`config.mk`:
```
export PLATFORM = sky130hd
export DESIGN_NAME = touch_contact_slot_tracker_core_flat
export DESIGN_NICKNAME = d
export VERILOG_FILES = /design/src/sv/tcst_pkg.sv /design/src/sv/tcst_if.sv /design/src/sv/touch_contact_slot_tracker_core.sv /design/src/sv/tcst_slot_table.sv /design/src/flat_wrapper.sv
export VERILOG_INCLUDE_DIRS = /design/src /design/src/sv
export SDC_FILE = /design/constraint.sdc
export NUM_CORES = 1
export LEC_CHECK = 0
export BUFFER_PORTS_ARGS = -buffer_cell sky130_fd_sc_hd__buf_2
export CORE_AREA = 2 2 257 259
export DETAILED_ROUTE_END_ITERATION = 6
export DIE_AREA = 0 0 259 261
export GPL_TIMING_DRIVEN = 0
export HOLD_SLACK_MARGIN = 0.08
export PLACE_DENSITY = 0.6
export REMOVE_ABC_BUFFERS = 1
export SLEW_MARGIN = 25
export SYNTH_ARGS = -nofsm -noshare
export SYNTH_HDL_FRONTEND = slang
export SYNTH_SLANG_ARGS = --single-unit
```
`constraint.sdc`:
```
create_clock -name clock -period 13.12 [get_ports clock]
set_input_delay 1.312 -clock clock [delete_from_list [all_inputs] [get_ports clock]]
set_output_delay 1.312 -clock clock [all_outputs]
set_load 0.01 [all_outputs]
```
`src/sv/touch_contact_slot_tracker_core_defines.svh`:
```
// Assertion macros shared by the slot tracker RTL.
`ifndef TOUCH_CONTACT_SLOT_TRACKER_CORE_DEFINES_SVH
`define TOUCH_CONTACT_SLOT_TRACKER_CORE_DEFINES_SVH

`ifndef SYNTHESIS

// same-cycle implication
`define TCST_ASSERT_IMP(lbl, clk, rst, ante, cons, msg) \
   lbl: assert property (@(posedge clk) disable iff (rst) (ante) |-> (cons)) \
      else $error(msg);

// next-cycle implication
`define TCST_ASSERT_NEXT(lbl, clk, rst, ante, cons, msg) \
   lbl: assert property (@(posedge clk) disable iff (rst) (ante) |=> (cons)) \
      else $error(msg);

`else

`define TCST_ASSERT_IMP(lbl, clk, rst, ante, cons, msg)
`define TCST_ASSERT_NEXT(lbl, clk, rst, ante, cons, msg)

`endif

`endif

```
`src/sv/tcst_pkg.sv`:
```
`default_nettype none

package tcst_pkg;

   localparam logic signed [31:0] OP_PRESS   = 32'sd2;
   localparam logic signed [31:0] OP_RELEASE = 32'sd3;

   // word position of the pressure word, the last of a press
   localparam logic [2:0] PRESS_LAST_POS = 3'd5;
   localparam logic [2:0] POS_OPCODE     = 3'd0;
   localparam logic [2:0] POS_FIRST_OPND = 3'd1;

   typedef enum logic [1:0] {
      K_NONE    = 2'd0,
      K_PRESS   = 2'd1,
      K_RELEASE = 2'd2,
      K_UNKNOWN = 2'd3
   } kind_type;

   typedef enum logic [2:0] {
      ST_INSERTED = 3'd0,
      ST_UPDATED  = 3'd1,
      ST_RELEASED = 3'd2,
      ST_ABSENT   = 3'd3,
      ST_FULL     = 3'd4,
      ST_UNKNOWN  = 3'd5
   } status_type;

   // command handed to the slot table
   typedef struct packed {
      logic        start;
      logic        is_press;
      logic        barre;
      logic [31:0] node;
      logic [31:0] contact;
      logic [31:0] stretch;
      logic [31:0] pressure;
   } cmd_type;

   // table outcome, done pulses for one cycle
   typedef struct packed {
      logic       done;
      status_type status;
      logic [4:0] slot;
   } res_type;

endpackage

`default_nettype wire

```
`src/sv/tcst_if.sv`:
```
`default_nettype none

// command word channel
interface tcst_req_if;
   logic               valid;
   logic               ready;
   logic signed [31:0] word;

   modport source (output valid, output word, input ready);
   modport sink   (input valid, input word, output ready);
endinterface

// status channel
interface tcst_rsp_if;
   logic       valid;
   logic       ready;
   logic [2:0] status;
   logic [4:0] slot;
   logic [4:0] occupied;

   modport source (output valid, output status, output slot, output occupied, input ready);
   modport sink   (input valid, input status, input slot, input occupied, output ready);
endinterface

`default_nettype wire

```
`src/sv/touch_contact_slot_tracker_core.sv`:
```
// Channel  Dir  Beat                   Accept
// req_bus  in   one 32-bit word        valid && ready
// rsp_bus  out  status, slot, occupied valid && ready
//
// A press takes 6 word beats, at most one per cycle, then ready stays low
// through launch, one slot compare per cycle on a single comparator, drain,
// resolve and the status load. A release takes 2 beats and then the same
// steps. An unknown opcode takes 2 beats; ready stays low until launch, which
// loads the status register directly, without a table scan.
// Reset is synchronous and clears the parser, the valid bits and the count.
// req_bus.ready drops from the last word of a command until its status is
// loaded; a status still waiting on rsp_bus holds the next command's launch.
`default_nettype none
`include "touch_contact_slot_tracker_core_defines.svh"

module touch_contact_slot_tracker_core #(
   parameter int SLOTS = 20
) (
   input wire logic    clock,
   input wire logic    reset,
   tcst_req_if.sink    req_bus,
   tcst_rsp_if.source  rsp_bus
);

   typedef enum logic [1:0] {
      S_PARSE,   // taking words
      S_PEND,    // command complete, waiting for the status register
      S_SCAN     // table busy
   } state_type;

   state_type          state_ff;
   logic [2:0]         pos_ff;
   tcst_pkg::kind_type kind_ff;
   logic               held_barre_ff;
   logic [31:0]        held_node_ff;
   logic [31:0]        held_contact_ff;
   logic [31:0]        held_stretch_ff;
   logic [31:0]        held_pressure_ff;

   logic       rsp_valid_ff;
   logic [2:0] rsp_status_ff;
   logic [4:0] rsp_slot_ff;
   logic [4:0] rsp_occ_ff;

   tcst_pkg::cmd_type tbl_cmd;
   tcst_pkg::res_type tbl_res;
   logic [4:0]        tbl_occ;
   logic              req_beat;
   logic              launch;

   assign req_bus.ready = (state_ff == S_PARSE);
   assign req_beat      = req_bus.valid && (state_ff == S_PARSE);

   // the status register must be empty before anything reports into it
   assign launch = (state_ff == S_PEND) && !rsp_valid_ff;

   always_comb begin
      tbl_cmd.start    = launch && (kind_ff != tcst_pkg::K_UNKNOWN);
      tbl_cmd.is_press = (kind_ff == tcst_pkg::K_PRESS);
      tbl_cmd.barre    = held_barre_ff;
      tbl_cmd.node     = held_node_ff;
      tbl_cmd.contact  = held_contact_ff;
      tbl_cmd.stretch  = held_stretch_ff;
      tbl_cmd.pressure = held_pressure_ff;
   end

   tcst_slot_table #(
      .SLOTS (SLOTS)
   ) u_table (
      .clock    (clock),
      .reset    (reset),
      .cmd      (tbl_cmd),
      .res      (tbl_res),
      .occupied (tbl_occ)
   );

   always_ff @(posedge clock) begin
      if (reset) begin
         state_ff     <= S_PARSE;
         pos_ff       <= tcst_pkg::POS_OPCODE;
         kind_ff      <= tcst_pkg::K_NONE;
         rsp_valid_ff <= 1'b0;
      end else begin
         if (rsp_valid_ff && rsp_bus.ready) begin
            rsp_valid_ff <= 1'b0;
         end

         case (state_ff)
            S_PARSE: begin
               if (req_beat) begin
                  if (pos_ff == tcst_pkg::POS_OPCODE) begin
                     // decode opcode word
                     if (req_bus.word == tcst_pkg::OP_PRESS) begin
                        kind_ff <= tcst_pkg::K_PRESS;
                     end else if (req_bus.word == tcst_pkg::OP_RELEASE) begin
                        kind_ff <= tcst_pkg::K_RELEASE;
                     end else begin
                        kind_ff <= tcst_pkg::K_UNKNOWN;
                     end
                     pos_ff <= tcst_pkg::POS_FIRST_OPND;
                  end else if (kind_ff == tcst_pkg::K_PRESS) begin
                     case (pos_ff)
                        3'd1: held_barre_ff   <= (req_bus.word != 32'sd0);
                        3'd2: held_node_ff    <= req_bus.word;
                        3'd3: held_contact_ff <= req_bus.word;
                        3'd4: held_stretch_ff <= req_bus.word;
                        default: held_pressure_ff <= req_bus.word;
                     endcase
                     if (pos_ff == tcst_pkg::PRESS_LAST_POS) begin
                        pos_ff   <= tcst_pkg::POS_OPCODE;
                        state_ff <= S_PEND;
                     end else begin
                        pos_ff <= pos_ff + 3'd1;
                     end
                  end else begin
                     // release id, or the ignored word of an unknown opcode
                     held_contact_ff <= req_bus.word;
                     pos_ff          <= tcst_pkg::POS_OPCODE;
                     state_ff        <= S_PEND;
                  end
               end
            end
            S_PEND: begin
               if (launch) begin
                  if (kind_ff == tcst_pkg::K_UNKNOWN) begin
                     rsp_valid_ff  <= 1'b1;
                     rsp_status_ff <= tcst_pkg::ST_UNKNOWN;
                     rsp_slot_ff   <= 5'd0;
                     rsp_occ_ff    <= tbl_occ;
                     kind_ff       <= tcst_pkg::K_NONE;
                     state_ff      <= S_PARSE;
                  end else begin
                     state_ff <= S_SCAN;
                  end
               end
            end
            S_SCAN: begin
               if (tbl_res.done) begin
                  rsp_valid_ff  <= 1'b1;
                  rsp_status_ff <= tbl_res.status;
                  rsp_slot_ff   <= tbl_res.slot;
                  rsp_occ_ff    <= tbl_occ;
                  kind_ff       <= tcst_pkg::K_NONE;
                  state_ff      <= S_PARSE;
               end
            end
            default: begin
               state_ff <= S_PARSE;
            end
         endcase
      end
   end

   assign rsp_bus.valid    = rsp_valid_ff;
   assign rsp_bus.status   = rsp_status_ff;
   assign rsp_bus.slot     = rsp_slot_ff;
   assign rsp_bus.occupied = rsp_occ_ff;

   `TCST_ASSERT_IMP(a_done_in_scan, clock, reset, tbl_res.done, state_ff == S_SCAN, "stray done")
   `TCST_ASSERT_IMP(a_done_reg_free, clock, reset, tbl_res.done, !rsp_valid_ff, "status reg full")
   `TCST_ASSERT_NEXT(a_start_scan, clock, reset, tbl_cmd.start, state_ff == S_SCAN, "no scan")

endmodule

`default_nettype wire

```
`src/sv/tcst_slot_table.sv`:
```
`default_nettype none
`include "touch_contact_slot_tracker_core_defines.svh"

// Slot table: valid bits in flops, contact ids and slot data in memories.
// One comparator walks the slots, one per cycle, to find the first hit
// and the first free slot; the update is applied in a resolve cycle.
module tcst_slot_table #(
   parameter int SLOTS = 20
) (
   input  wire logic             clock,
   input  wire logic             reset,
   input  wire tcst_pkg::cmd_type cmd,
   output tcst_pkg::res_type     res,
   output logic [4:0]            occupied
);

   localparam int IDX_W = (SLOTS > 1) ? $clog2(SLOTS) : 1;
   localparam int CNT_W = $clog2(SLOTS + 1);
   localparam logic [IDX_W-1:0] LAST_IDX = IDX_W'(SLOTS - 1);

   typedef enum logic [1:0] {
      T_IDLE,
      T_SCAN,
      T_DRAIN,
      T_RESOLVE
   } state_type;

   typedef struct packed {
      logic        barre;
      logic [31:0] node;
      logic [31:0] stretch;
      logic [31:0] pressure;
   } record_type;

   state_type         state_ff;
   tcst_pkg::cmd_type cmd_ff;
   tcst_pkg::res_type res_ff;
   logic [SLOTS-1:0]  valid_ff;
   logic [CNT_W-1:0]  occ_ff;
   logic [IDX_W-1:0]  idx_ff;
   logic [IDX_W-1:0]  cmp_idx_ff;
   logic              cmp_vld_ff;
   logic              hit_ff;
   logic [IDX_W-1:0]  hit_idx_ff;
   logic              free_ff;
   logic [IDX_W-1:0]  free_idx_ff;
   logic [31:0]       rd_contact_ff;

   logic [31:0] contact_mem [SLOTS];
   record_type  rec_mem [SLOTS];

   logic                 hit_now;
   logic                 free_now;
   logic                 wr_en;
   logic                 set_valid;
   logic                 clr_valid;
   logic [IDX_W-1:0]     tgt_idx;
   tcst_pkg::status_type status_in;
   logic [4:0]           slot_in;
   logic [CNT_W-1:0]     occ_in;

   // the shared compare unit
   assign hit_now  = valid_ff[cmp_idx_ff] && (rd_contact_ff == cmd_ff.contact);
   assign free_now = !valid_ff[cmp_idx_ff];

   always_comb begin
      wr_en     = 1'b0;
      set_valid = 1'b0;
      clr_valid = 1'b0;
      tgt_idx   = hit_idx_ff;
      status_in = tcst_pkg::ST_ABSENT;
      slot_in   = 5'd0;
      occ_in    = occ_ff;
      if (cmd_ff.is_press) begin
         if (hit_ff) begin
            wr_en     = 1'b1;
            status_in = tcst_pkg::ST_UPDATED;
         end else if (free_ff) begin
            wr_en     = 1'b1;
            set_valid = 1'b1;
            tgt_idx   = free_idx_ff;
            status_in = tcst_pkg::ST_INSERTED;
            occ_in    = occ_ff + CNT_W'(1);
         end else begin
            status_in = tcst_pkg::ST_FULL;
         end
      end else if (hit_ff) begin
         clr_valid = 1'b1;
         status_in = tcst_pkg::ST_RELEASED;
         occ_in    = occ_ff - CNT_W'(1);
      end
      if (wr_en || clr_valid) begin
         slot_in = 5'(tgt_idx);
      end
   end

   always_ff @(posedge clock) begin
      if ((state_ff == T_RESOLVE) && wr_en) begin
         contact_mem[tgt_idx] <= cmd_ff.contact;
         rec_mem[tgt_idx]     <= '{barre:    cmd_ff.barre,
                                   node:     cmd_ff.node,
                                   stretch:  cmd_ff.stretch,
                                   pressure: cmd_ff.pressure};
      end
      rd_contact_ff <= contact_mem[idx_ff];
   end

   always_ff @(posedge clock) begin
      if (reset) begin
         state_ff   <= T_IDLE;
         valid_ff   <= '0;
         occ_ff     <= '0;
         cmp_vld_ff <= 1'b0;
         hit_ff     <= 1'b0;
         free_ff    <= 1'b0;
         res_ff     <= '0;
      end else begin
         // done pulses for the cycle after resolve
         res_ff.done <= (state_ff == T_RESOLVE);

         if (cmp_vld_ff) begin
            if (!hit_ff && hit_now) begin
               hit_ff     <= 1'b1;
               hit_idx_ff <= cmp_idx_ff;
            end
            if (!free_ff && free_now) begin
               free_ff     <= 1'b1;
               free_idx_ff <= cmp_idx_ff;
            end
         end

         case (state_ff)
            T_IDLE: begin
               if (cmd.start) begin
                  cmd_ff   <= cmd;
                  idx_ff   <= '0;
                  hit_ff   <= 1'b0;
                  free_ff  <= 1'b0;
                  state_ff <= T_SCAN;
               end
            end
            T_SCAN: begin
               cmp_vld_ff <= 1'b1;
               cmp_idx_ff <= idx_ff;
               if (idx_ff == LAST_IDX) begin
                  state_ff <= T_DRAIN;
               end else begin
                  idx_ff <= idx_ff + IDX_W'(1);
               end
            end
            T_DRAIN: begin
               cmp_vld_ff <= 1'b0;
               state_ff   <= T_RESOLVE;
            end
            T_RESOLVE: begin
               if (set_valid) begin
                  valid_ff[tgt_idx] <= 1'b1;
               end
               if (clr_valid) begin
                  valid_ff[tgt_idx] <= 1'b0;
               end
               occ_ff        <= occ_in;
               res_ff.status <= status_in;
               res_ff.slot   <= slot_in;
               state_ff      <= T_IDLE;
            end
            default: begin
               state_ff <= T_IDLE;
            end
         endcase
      end
   end

   assign res      = res_ff;
   assign occupied = 5'(occ_ff);

   `TCST_ASSERT_IMP(a_count_matches, clock, reset, 1'b1, 32'(occ_ff) == $countones(valid_ff), "count")
   `TCST_ASSERT_NEXT(a_resolve_done, clock, reset, state_ff == T_RESOLVE, res_ff.done, "no done")
   `TCST_ASSERT_IMP(a_drain_compares, clock, reset, state_ff == T_DRAIN, cmp_vld_ff, "no compare")

endmodule

`default_nettype wire
```
`src/flat_wrapper.sv`:
```
// flat-port wrapper written by rule: the top's interface ports become plain ports
module touch_contact_slot_tracker_core_flat 
#(
   parameter int SLOTS = 20
)
  (clock, reset, req_bus_valid, req_bus_word, req_bus_ready, rsp_bus_valid, rsp_bus_status, rsp_bus_slot, rsp_bus_occupied, rsp_bus_ready);
  tcst_req_if req_bus_i ();
  tcst_rsp_if rsp_bus_i ();
  input wire logic clock;
  input wire logic reset;
  input wire logic [$bits(req_bus_i.valid)-1:0] req_bus_valid;
  input wire logic [$bits(req_bus_i.word)-1:0] req_bus_word;
  output wire logic [$bits(req_bus_i.ready)-1:0] req_bus_ready;
  output wire logic [$bits(rsp_bus_i.valid)-1:0] rsp_bus_valid;
  output wire logic [$bits(rsp_bus_i.status)-1:0] rsp_bus_status;
  output wire logic [$bits(rsp_bus_i.slot)-1:0] rsp_bus_slot;
  output wire logic [$bits(rsp_bus_i.occupied)-1:0] rsp_bus_occupied;
  input wire logic [$bits(rsp_bus_i.ready)-1:0] rsp_bus_ready;
  assign req_bus_i.valid = req_bus_valid;
  assign req_bus_i.word = req_bus_word;
  assign req_bus_ready = req_bus_i.ready;
  assign rsp_bus_valid = rsp_bus_i.valid;
  assign rsp_bus_status = rsp_bus_i.status;
  assign rsp_bus_slot = rsp_bus_i.slot;
  assign rsp_bus_occupied = rsp_bus_i.occupied;
  assign rsp_bus_i.ready = rsp_bus_ready;
  touch_contact_slot_tracker_core #(.SLOTS(SLOTS)) u_core (.clock(clock), .reset(reset), .req_bus(req_bus_i), .rsp_bus(rsp_bus_i));
endmodule
```
==> results <==
- The clock latency at the later pin of the worst-skew pair is 0.63 ns.
- In the final timing run, aggregate negative setup slack is 0 ns.
- The number of sinks handled by clock tree synthesis is 817.
- The library cell appearing most often on the critical path is buf_16.
- The worst setup path is captured at a register.
- The path class of the tightest hold or removal check is register to register.
- The power density over the cells is 161 nW/um^2.
- In this run the tool buffered the top-level ports with 50 buffer cells.
- Before antenna repair, the detailed router went through 7 iterations.
- After clock tree synthesis, the flow added hold-fix buffers numbering 0.
- The class of the most critical setup path is register to register.
- The congestion estimate from routability-driven global placement came to 0.787.
- The synthesized area is 31000 um^2.
- The highest signal layer in the routed design is met4.
- The area share of fa/ha/maj cells after synthesis is 0.671%.
- The maximum clock rate is 0.264 GHz.
- The clock skew is 0.0191 ns.
- Setup repair after global routing left no endpoint under its margin.
- The routed length on met3 is 4.55 mm.
- Traced cell by cell, the critical path runs through nand3b_1, mux2i_1, o21ai_1, nor2_4, buf_16, buf_16.
- The number of antenna violations at the first check in global routing is 1.
- The peak fanout along the critical path is 14.
- The sequential fraction of the synthesis area is 76.7%.
- Once placement finished, the instance area stood at 34100 um^2.
- The via count is 14.8k.
- The area overhead of the layout relative to synthesis is 18.7%.
- Of the total synthesized cell area, the portion taken by AND, OR, NAND and NOR gates is 2.68%.
- In this run the standard cell core region covers 65000 um^2.
- After detailed routing, the number of remaining DRC violations is 0.
- The post-cts sizing count is 0.
- Counting both buffers and inverters, the worst setup path holds a total of 2.
- Power comes to 0.00594 W.
- Yosys mapped a number of flops with a built-in enable equal to 738.
- The largest single stage delay on the critical path is 0.78 ns.
- After synthesis the netlist holds a flip-flop and latch count of 817.
- The routed wirelength normalized by instance count is 27.2 um.
- The clock tree root buffer cell is clkbuf_16.
- The xor/xnor share of the synthesized area is 1.10%.
- For the finished layout, the period the worst path requires is 3.78 ns.
- The clock input transition at the sequential cells of the worst setup and hold paths is 0.06 ns.
- Of all cell types, the one taking the most synthesized area is edfxtp_1.
- Of the cells placed in the final design, the portion with a size suffix greater than 1 is 31.1%.
- Final hold analysis gives a worst-case slack of 0.412 ns.
- The count of pins on the block boundary is 51.
- The main combinational cell family by area after synthesis is multiplexers.
- At the worst endpoint, the required time is 13.45 ns.
- In this design, the largest share of critical-path delay is due to simple AND/OR/NAND/NOR gates.
- The first routing iteration left 1455 violations.
- The pin count of the biggest net entering global routing is 53.
- The flow ran to the end, and the final reports show no timing, DRC or antenna violations.
- The number of maximum-capacitance constraint violations is 0.
- The max-slew violation count was 0.
- By count the netlist is led by edfxtp_1 (738), mux4_2 (196), dfxtp_1 (79).
- The hold violation total from the final report is 0.
- Global routing consumed, over all layers together, 21.1% of the routing resources.
- The die covers 67600 um^2.
- The final worst-path cycle share is 28.8%.
- Buffers added to address setup during post-CTS repair amount to 0.
- Detailed placement ended at an HPWL of 46.6 mm.
- Summed over all layers, the global routing overflow is 0.
- By instance count, the leading cell after synthesis is edfxtp_1.
- The final layout contains 1673 nets.
- The number of global-route vias before repair is 15.3k.
- The routed wire length is 69.4 mm.
- TritonCTS built the clock tree.
- The synthesized instance count is 1447.
- The via density per instance is 5.81.
- CTS built an H-tree with a depth of 3.
- The count of nets left with antenna violations once routing finished came out at 0.
- The area fraction of the dominant cell type after synthesis is 71.6%.
- At the pin with the least slew margin, the transition time is 0.893 ns.
- The arrival time at the worst endpoint is 4.11 ns.
- The core utilization of the finished layout is 56.5%.
- For this run, asynchronously set or reset flops after synthesis account for 0%.
- The peak ir drop on the vdd network is 94.1 uV.
- The wire length of the first global-routing pass is 102 mm.
- The complex-gate fraction of the synthesized area is 2.06%.
- The horizontal die dimension is 259 um.
- For this design the static power due to leakage is 11.8 nW.
- Wire segments on met2 add up to 34.0 mm in the final route.
- The slowest stage of the critical path belongs to the cell mux2i_1.
- The headroom to the max-slew limit is 40.0%.
- The clock passes through at most 3 buffers.
- The fill cell total of the finished layout is 4783.
- The floorplan row count is 94.
- The flip-flop cell with the highest count after synthesis is edfxtp_1.
- The Yosys step of the flow raised 0 warnings.
- The worst setup path is launched from a register.
- The count of endpoints failing setup in the final report is 0.
- The number of buffers added by the clock tree synthesis step is 83.
- The met1 routed wirelength after detailed routing is 29.4 mm.
- After synthesis, the share of cell area in mux cells is 15.6%.
- The effective utilization at floorplan is 47.6%.
- The number of different library cells used by synthesis comes to 49.
- The mean cell area of the mapped netlist is 21.4 um^2.
- Ranked by total cell area, the synthesized netlist is headed by edfxtp_1 (72%), mux4_2 (14%), dfxtp_1 (5.1%).
- The floorplan die height is 261 um.
- Summing all non-filler instances in the final layout gives an area of 36800 um^2.
[metal layers]
metal | vias up | GRT usage [%]
met5 | - | 0
met1 | 7878 | 29.5
met3 | 95 | 3.97
met2 | 506 | 34.1
met4 | 0 | 6.44
li1 | 6356 | -
[path summary, 6_finish.rpt]
path / from / to / slack, ns / depth (start not counted)
setup / recovery: u_core.u_table.hit_ff / u_core.u_table.contact_mem[7][12] / 9.34 / 6
hold / removal: u_core.held_contact_ff[16] / u_core.u_table.cmd_ff[80] / 0.41 / 0
setup reg to reg: u_core.u_table.hit_ff / u_core.u_table.contact_mem[7][12] / 9.34 / 6
hold reg to reg: u_core.held_contact_ff[16] / u_core.u_table.cmd_ff[80] / 0.41 / 0
[area by class of cell]
cell class	count	area (um^2)	area share, %
Sequential cell	817	23700	64.6
Multi-Input combinational cell	556	7040	19.1
Clock buffer	115	2310	6.28
Timing Repair Buffer	151	2160	5.87
Tap cell	864	1080	2.94
Clock inverter	39	384	1.04
Inverter	12	45.0	0.123
Antenna cell	1	2.50	0.00681
[flip-flops by register name (all words and copies together) (netlist names), 9 cells and up]
signal	cells
u_core.held_contact_ff	32
u_core.u_table.valid_ff	20
u_core.u_table.res	9
u_core.u_table.contact_mem	640
u_core.u_table.rd_contact_ff	32
u_core.u_table.cmd_ff	33
[layout by cell type, fill, tap and decap left out, types with 12 or more instances in the layout]
cell / n
edfxtp_1: 738
mux4_2: 196
clkbuf_16: 84
dfxtp_1: 79
buf_2: 58
buf_8: 42
buf_16: 42
nor2_1: 37
a21oi_1: 36
xor2_1: 35
mux2_2: 32
a211oi_1: 27
nand2_1: 22
clkbuf_1: 22
nor2_4: 20
ha_1: 15
o21ai_1: 13
nor4_1: 13
nor3_1: 12
clkinv_1: 12
[where the power goes]
group / switching [W] / internal (W) / leakage [nW] / total, W
logic: 0.000295 / 0.000348 / 3.17 / 0.000644
registers: 0.0000676 / 0.00290 / 7.29 / 0.00297
clock network: 0.000972 / 0.00135 / 1.32 / 0.00233
total: 0.00134 / 0.00460 / 11.8 / 0.00594
[kinds of logic after synthesis]
kind of cell | count (synthesis)
AOI/OAI and AO/OA | 101
buffers and inverters | 74
adders and majority gates | 16
muxes | 234
and+or+nand+nor | 166
DFF | 817
xor gates and xnor gates | 39
[through the flow]
| step | std cells | worst slack [ns] |
|---|---|---|
| finish | 2555 | 9.34 |
| global route | 2554 | 9.10 |
| CTS | 2554 | 9.34 |
| detailed placement | 2400 | 9.35 |
| global placement | 2299 | 1.96 |
| floorplan | 1385 | 5.33 |
(Power assumes the default switching activity.)
